## config.mk

```make
export PLATFORM = sky130hd
export DESIGN_NAME = rhht_ctrl
export DESIGN_NICKNAME = d
export VERILOG_FILES = /design/src/hw/rtl/rhht_pkg.sv /design/src/hw/rtl/rhht_ctrl.sv
export SDC_FILE = /design/constraint.sdc
export NUM_CORES = 1
export LEC_CHECK = 0
export BUFFER_PORTS_ARGS = -buffer_cell sky130_fd_sc_hd__buf_2
export CAP_MARGIN = 20
export CORE_ASPECT_RATIO = 1.1
export CORE_MARGIN = 8
export CORE_UTILIZATION = 48
export CTS_CLUSTER_SIZE = 20
export DETAILED_ROUTE_END_ITERATION = 8
export GPL_TIMING_DRIVEN = 0
export MAX_ROUTING_LAYER = met4
export PLACE_DENSITY = 0.88
export SLEW_MARGIN = 10
export SYNTH_ARGS = -nofsm -noshare
export SYNTH_HDL_FRONTEND = slang
export SYNTH_SLANG_ARGS = --single-unit
```

## constraint.sdc

```tcl
create_clock -name clk_i -period 2.1 [get_ports clk_i]
set_clock_uncertainty 0.15 [all_clocks]
set_input_delay 0.21 -clock clk_i [delete_from_list [all_inputs] [get_ports clk_i]]
set_output_delay 0.21 -clock clk_i [all_outputs]
set_load 0.02 [all_outputs]
```

## src/hw/rtl/rhht_pkg.sv

```systemverilog
package rhht_pkg;
  localparam int unsigned TableSlots = 1024;
  localparam int unsigned KeyBits = 32;
  localparam int unsigned ValueBits = 32;
  localparam int unsigned LoadNum = 9;
  localparam int unsigned LoadDen = 10;
  localparam int unsigned CountW = 11;

  localparam logic [2:0] ModeLookup = 3'd0;
  localparam logic [2:0] ModeAdd = 3'd1;
  localparam logic [2:0] ModeSet = 3'd2;
  localparam logic [2:0] ModeRemove = 3'd3;
  localparam logic [2:0] ModeClear = 3'd4;

  localparam logic [1:0] StOk = 2'd0;
  localparam logic [1:0] StPresent = 2'd1;
  localparam logic [1:0] StFull = 2'd2;
  localparam logic [1:0] StMissing = 2'd3;

  typedef struct packed {
    logic [2:0]  mode;
    logic [31:0] key;
    logic [31:0] key_hash;
    logic [31:0] value_in;
  } req_t;

  typedef struct packed {
    logic [1:0]  status;
    logic [31:0] value_out;
    logic [10:0] stored_count;
  } rsp_t;

  typedef struct packed {
    logic load;
    logic restart;
    logic rd;
    logic cmp;
    logic ins_step;
    logic ins_write;
    logic upd_write;
    logic rm_rd;
    logic rm_step;
    logic rm_free;
    logic clr_step;
    logic clr_start;
    logic cnt_clear;
  } cmd_t;

  typedef struct packed {
    logic used;
    logic stop;
    logic match;
    logic poorer;
    logic nx_stop;
    logic full;
    logic empty;
    logic clr_done;
  } sts_t;
endpackage

```

## src/hw/rtl/rhht_ctrl.sv

```systemverilog
module rhht_ctrl (
  input  logic           clk_i,
  input  logic           rst_ni,
  input  logic           in_valid_i,
  output logic           in_ready_o,
  input  logic [2:0]     mode_i,
  output logic           out_valid_o,
  input  logic           out_ready_i,
  output logic [1:0]     status_o,
  output logic           take_value_o,
  output rhht_pkg::cmd_t cmd_o,
  input  rhht_pkg::sts_t sts_i
);
  localparam logic [3:0] SIdle = 4'd0;
  localparam logic [3:0] SFRd = 4'd1;
  localparam logic [3:0] SFCmp = 4'd2;
  localparam logic [3:0] SIRd = 4'd3;
  localparam logic [3:0] SICmp = 4'd4;
  localparam logic [3:0] SRRd = 4'd5;
  localparam logic [3:0] SRCmp = 4'd6;
  localparam logic [3:0] SClr = 4'd7;
  localparam logic [3:0] SOut = 4'd8;
  localparam logic [3:0] SFLoad = 4'd9;

  logic [3:0] state_q, state_d;
  logic [2:0] mode_q, mode_d;
  logic [1:0] st_q, st_d;
  logic tv_q, tv_d;

  always_ff @(posedge clk_i or negedge rst_ni) begin
    if (!rst_ni) begin
      state_q <= SIdle;
      mode_q <= '0;
      st_q <= rhht_pkg::StOk;
      tv_q <= 1'b0;
    end else begin
      state_q <= state_d;
      mode_q <= mode_d;
      st_q <= st_d;
      tv_q <= tv_d;
    end
  end

  always_comb begin
    state_d = state_q;
    mode_d = mode_q;
    st_d = st_q;
    tv_d = tv_q;
    cmd_o = '0;
    in_ready_o = (state_q == SIdle);
    out_valid_o = (state_q == SOut);
    case (state_q)
      SIdle: begin
        if (in_valid_i) begin
          cmd_o.load = 1'b1;
          mode_d = mode_i;
          st_d = rhht_pkg::StOk;
          tv_d = 1'b0;
          case (mode_i)
            rhht_pkg::ModeLookup, rhht_pkg::ModeAdd, rhht_pkg::ModeSet,
            rhht_pkg::ModeRemove: state_d = SFLoad;
            rhht_pkg::ModeClear: begin
              cmd_o.clr_start = 1'b1;
              state_d = SClr;
            end
            default: state_d = SOut;
          endcase
        end
      end
      SFLoad: begin
        if (sts_i.empty) begin
          st_d = rhht_pkg::StMissing;
          state_d = SFCmp;
        end else begin
          cmd_o.rd = 1'b1;
          state_d = SFRd;
        end
      end
      SFRd: state_d = SFCmp;
      SFCmp: begin
        if (st_q != rhht_pkg::StMissing && !sts_i.stop && sts_i.match) begin
          case (mode_q)
            rhht_pkg::ModeLookup: begin
              tv_d = 1'b1;
              state_d = SOut;
            end
            rhht_pkg::ModeAdd: begin
              st_d = rhht_pkg::StPresent;
              state_d = SOut;
            end
            rhht_pkg::ModeSet: begin
              cmd_o.upd_write = 1'b1;
              state_d = SOut;
            end
            default: begin
              cmd_o.rm_rd = 1'b1;
              state_d = SRRd;
            end
          endcase
        end else if (st_q == rhht_pkg::StMissing || sts_i.stop) begin
          if (mode_q == rhht_pkg::ModeLookup || mode_q == rhht_pkg::ModeRemove) begin
            st_d = rhht_pkg::StMissing;
            state_d = SOut;
          end else if (sts_i.full) begin
            st_d = rhht_pkg::StFull;
            state_d = SOut;
          end else begin
            st_d = rhht_pkg::StOk;
            cmd_o.restart = 1'b1;
            state_d = SIRd;
          end
        end else begin
          cmd_o.cmp = 1'b1;
          state_d = SFLoad;
        end
      end
      SIRd: begin
        cmd_o.rd = 1'b1;
        state_d = SICmp;
      end
      SICmp: begin
        if (!sts_i.used) begin
          cmd_o.ins_write = 1'b1;
          state_d = SOut;
        end else if (sts_i.poorer) begin
          cmd_o.ins_step = 1'b1;
          state_d = SIRd;
        end else begin
          cmd_o.cmp = 1'b1;
          state_d = SIRd;
        end
      end
      SRRd: begin
        cmd_o.rm_rd = 1'b1;
        state_d = SRCmp;
      end
      SRCmp: begin
        if (sts_i.nx_stop) begin
          cmd_o.rm_free = 1'b1;
          state_d = SOut;
        end else begin
          cmd_o.rm_step = 1'b1;
          state_d = SRRd;
        end
      end
      SClr: begin
        cmd_o.clr_step = 1'b1;
        if (sts_i.clr_done) begin
          cmd_o.cnt_clear = 1'b1;
          state_d = SOut;
        end
      end
      SOut: begin
        if (out_ready_i) state_d = SIdle;
      end
      default: state_d = SIdle;
    endcase
  end

  assign status_o = st_q;
  assign take_value_o = tv_q;
endmodule

```

==> impl_metrics.toml, run 1 <==
[layout]
drive_above_1_share = 0.400
fillers = 148
seq_area_sq_um = 253
multi_input_area_sq_um = 584
antenna_cells = 0
nets = 167
fin_util = 0.676
synthToLayoutAreaGrowth_pct = 35.0

[sta]
setup_slack_ps = -35.8
setup_viol = 1
maxClockFrequency_mhz = 468
layout_worst_path_cycle_share = 1.02
rsz0062_at_grt = "yes"
max_slew_margin = 0.683
fin_crit_ps = 2140
slew_violations = 0
final.setup.tns_ps = -35.8
worstMarginPinSlew_ps = 474
finalHoldViolCount = 0

[grt]
antenna_found_initial = 0
grt_first_pass_wirelength_microns = 4370
grt_pass1_vias = 973
grt_overflow = 0
grtUsageTotal = 0.158
grt_max_degree = 11

[route]
wire_per_inst_microns = 16.0
vias_per_cell = 5.98
route.antenna.remaining_nets = 0
drc_errors = 0
first_iter_violations = 42
vias = 1005
dr.pass1.iters = 4
drt_wl_total_microns = 2680

[logic_synthesis]
async_flop_share = 1.00
synth_ff_type = "dfrtp_1"
yosysUniqueCellTypes = 45
ys_seq_area_frac = 0.287
synthCells = 110
synth.avg_cell_area_sq_um = 7.93
ys_top_cells_by_area = "dfrtp_1, o21ai_0, mux2_2"
yosys-top-cells-count = "dfrtp_1, inv_1, nor2_1, o21ai_0, a21oi_1"
ys_ff_latch = 10
ys_warn_count = 0
synth-edff-count = 0
synth_nets = 125
yosysMostFrequentCell = "dfrtp_1"
yosysTopAreaCell = "dfrtp_1"
yosys.area.top_type_share = 0.287
synth_area_sq_um = 872

[power_and_ir_drop]
peakVddDrop_mv = 0.710
power_leakage_nw = 0.588
power.density_nw_per_um2 = 1150

[worst_setup_path]
reg2reg_setup_slack_ps = 140
crit_path_end_kind = "output pin"
critPathRequiredTime_ps = 1740
worstSetupPathType = "flip-flop to output pin"
crit_fanout = 5
startpoint_type = "flip-flop"
cp.arrival_ps = 1780

[placement]
gp_congestion = 0.918
port_buffers = 32
hpwl_microns = 1970

[clock_network]
cts_buffers = 3
clk_latency_ps = 250
h-tree-depth = 1
clockBufferDepth = 2
clkTransAtPathRegs_ps = 60
cts_sinks = 10
root_buffer = "clkbuf_4"
cts_tree = "yes"

[floorplanning]
dieArea_sq_um = 3440
io_pins = 33
die_h_microns = 60.7
die_x_microns = 56.6
start_util = 0.501
row_count = 16
coreArea_sq_um = 1740

[outcome]
status = "complete, but fails checks"
violations = "setup timing"

[worst_hold_path]
worstHoldPathType = "input pin to flip-flop"

[job]
maxCapViolCount = 0
-- cells by family after synthesis --
logic type / synth area share
AOI/OAI and AO/OA: 0.265
buffers and inverters: 0.0818
and+or+nand+nor: 0.283
DFF: 0.287
muxes: 0.0631
xor gates and xnor gates: 0.0201
-- layout make-up --
class,instances,share of cell area
well taps,18,0.0191
plain buffers,4,0.0181
multi-input cells,84,0.496
clock buffers,3,0.0191
flip-flops and latches,10,0.215
repair buffers,40,0.204
inverters,9,0.0287
-- repair_timing --
item,4_1_cts,5_1_grt
setup endpoints to repair,2,11
resized for setup,7,11
hold endpoints to repair,10,0
hold buffers,1,0
pin swaps,1,2
buffers inserted,6,1
-- path summary, 6_finish.rpt --
kind | from | depth (start not counted) | end
max in group asynchronous | rst_ni | 2 | state_q[2]
min | mode_i[1] | 2 | mode_q[1]
min reg2reg | take_value_o | 2 | take_value_o
min in group asynchronous | rst_ni | 2 | mode_q[2]
max reg2reg | state_q[2] | 6 | state_q[0]
max | state_q[0] | 4 | cmd_o[9]
-- metal layers --
layer | vias to the layer above | global-route usage | routed length (microns)
met2 | 58 | 0.260 | 1280
met1 | 454 | 0.176 | 1120
li1 | 489 | - | -
met5 | - | - | 0
met3 | 4 | 0.0460 | 238
met4 | 0 | 0.0687 | 46
-- power breakdown --
group | total [W] | switching, W | internal, W | leakage [nW]
Clock | 0.000122 | 0.0000559 | 0.0000657 | 0.0138
Combinational | 0.000875 | 0.000493 | 0.000381 | 0.448
Sequential | 0.000355 | 0.0000912 | 0.000264 | 0.127
-- state kept, by name (all words and copies together), names as in the netlist --
name	cells
mode_q	3
state_q	4
status_o	2
take_value_o	1
-- placed cells by master (no fill, tap or decap), types with 4 or more instances in the layout --
master    n
buf_2    31
buf_4     9
nor2_1    9
o21ai_0   9
inv_1     8
dfrtp_1   8
a21oi_1   5
nand2_1   5
nor3_1    4
mux2_2    4
-- per-stage QoR --
| stage | power, W | hold slack, ps | cell area (sq um) | worst slack (ps) | cells |
|---|---|---|---|---|---|
| after floorplan | 0.000905 | -236 | 872 | 1.17 | 110 |
| after detailed placement | 0.00110 | -72.5 | 1050 | 83.8 | 160 |
| after global routing | 0.00146 | 59.6 | 1180 | -99.1 | 168 |
| after CTS | 0.00130 | 58.1 | 1170 | -41.8 | 170 |
| final | 0.00135 | 65.9 | 1180 | -35.8 | 168 |
| after global placement | 0.00107 | -74.1 | 1050 | 121 | 160 |
-- worst max-delay path, stage by stage, from the launching register on --
cell	delay, ps
dfrtp_1	420
or4b_4	620
nor3_4	200
o21bai_1	130
buf_4	160
Note: power is estimated with default switching activity, not from simulation.
==> run 2, diff against run 1 <==
- CORE_MARGIN: 8 -> 2
- clock period: 2.1 -> 2.4 ns (I/O delays scaled with it)
==> impl_metrics.toml, run 2 (same netlist as run 1, synthesis figures left out) <==
[job]
maxCapViolCount = 0

[layout]
antenna_cells = 0
final_common_cell = "buf_2"
largest_register_ffs = 4
final_cell_mix = "buf_2, inv_1, nor2_1, o21ai_0, dfrtp_1"
fillers = 149
seq_area_sq_um = 251
fin_util = 0.642
regMostFlops = "state_q"
multi_input_area_sq_um = 562
drive_above_1_share = 0.333
final_cells = 165
nets = 163
synthToLayoutAreaGrowth_pct = 28.3

[clock_network]
clk_latency_ps = 270
clockBufferDepth = 2
clkTransAtPathRegs_ps = 60
root_buffer = "clkbuf_4"
h-tree-depth = 1
cts_buffers = 3
cts_tree = "yes"
cts_sinks = 10

[route]
vias_per_cell = 5.88
drc_errors = 0
drt_wl_total_microns = 2190
dr.pass1.iters = 4
wire_per_inst_microns = 13.3
route.antenna.remaining_nets = 0
vias = 970
first_iter_violations = 37

[worst_setup_path]
worstSetupPathType = "flip-flop to output pin"
r2r_start = "state_q[0]"
cp.arrival_ps = 1930
crit_fanout = 10
path_cells = "buf_6 > or4b_1 > clkbuf_4 > nor3_4 > o21bai_1 > buf_4"
max_stage_delay_ps = 480
critPathRequiredTime_ps = 2010
critPathSlowestCell = "or4b_1"
reg2reg_setup_slack_ps = 440
crit_path_end_kind = "output pin"
startpoint_type = "flip-flop"
crit_family = "simple AND/OR/NAND/NOR gates"
rr_worst_depth = 5
r2r-end = "status_o[0]"
path_buf_inv = 3

[floorplanning]
coreArea_sq_um = 1740
io_pins = 33
dieArea_sq_um = 2170
start_util = 0.501
die_x_microns = 44.6
die_h_microns = 48.7
row_count = 16

[placement]
gp_congestion = 0.922
dp.cells = 160
port_buffers = 32
pre_cts_ws_ps = 293
hpwl_microns = 1690

[grt]
grt_max_degree = 11
grt_first_pass_wirelength_microns = 3740
grt_overflow = 0
grt_pass1_vias = 849
grtUsageTotal = 0.236
antenna_found_initial = 0

[power_and_ir_drop]
peakVddDrop_mv = 0.596
power_leakage_nw = 0.567
power.density_nw_per_um2 = 1010

[sta]
fin_crit_ps = 2320
setup_viol = 0
maxClockFrequency_mhz = 432
hold_slack_ps = 83.2
slew_violations = 0
rsz0062_at_grt = "no"
max_slew_margin = 0.639
finalHoldViolCount = 0
final.setup.tns_ps = 0
setup_slack_ps = 84.5
layout_worst_path_cycle_share = 0.965
worstMarginPinSlew_ps = 540

[worst_hold_path]
worstHoldPathType = "input pin to flip-flop"
min_to = "mode_q[1]"
min_from = "mode_i[1]"
hold_path_depth = 2

[outcome]
status = "completed"
run 2: where the power goes:
group          switching, W  internal [W]  leakage, nW
combinational      0.000396      0.000285        0.417
sequential        0.0000645      0.000230        0.128
clock             0.0000599     0.0000924       0.0210
total              0.000520      0.000607        0.567
run 2: area by class of cell:
cell class / count / area share
Inverter: 9 / 0.0302
Tap cell: 18 / 0.0201
Buffer: 7 / 0.0358
Timing Repair Buffer: 33 / 0.154
Multi-Input combinational cell: 84 / 0.502
Clock buffer: 4 / 0.0324
Sequential cell: 10 / 0.225
run 2: through the flow:
stage / power [W] / cell area (sq um)
6_report: 0.00113 / 1120
5_1_grt: 0.00122 / 1120
4_1_cts: 0.00112 / 1110
3_5_place_dp: 0.000955 / 1050
3_3_place_gp: 0.000934 / 1050
2_1_floorplan: 0.000792 / 872
run 2: worst max-delay path by stage:
stage,startpoint,end,slack (ps),depth (start not counted)
after floorplan,state_q[0],cmd_o[6],270,4
after global placement,state_q[2],cmd_o[9],380,6
after detailed placement,state_q[0],cmd_o[6],290,5
after CTS,state_q[2],cmd_o[9],60,6
after global routing,state_q[2],cmd_o[9],1,6
final,state_q[2],cmd_o[9],80,6
run 2: metal layers:
metal,vias to the layer above,track usage,wire [microns]
met2,40,0.379,1110
met1,442,0.293,911
met5,-,-,0
li1,481,-,-
met4,0,0.106,55
met3,7,0.0224,117
run 2: what timing repair did:
action                                  4_1_cts  5_1_grt
hold buffers                                  1        0
endpoints found under the hold margin        10        0
gates resized for setup                       1        4
endpoints found under the setup margin        1        2
buffers inserted                              0        0
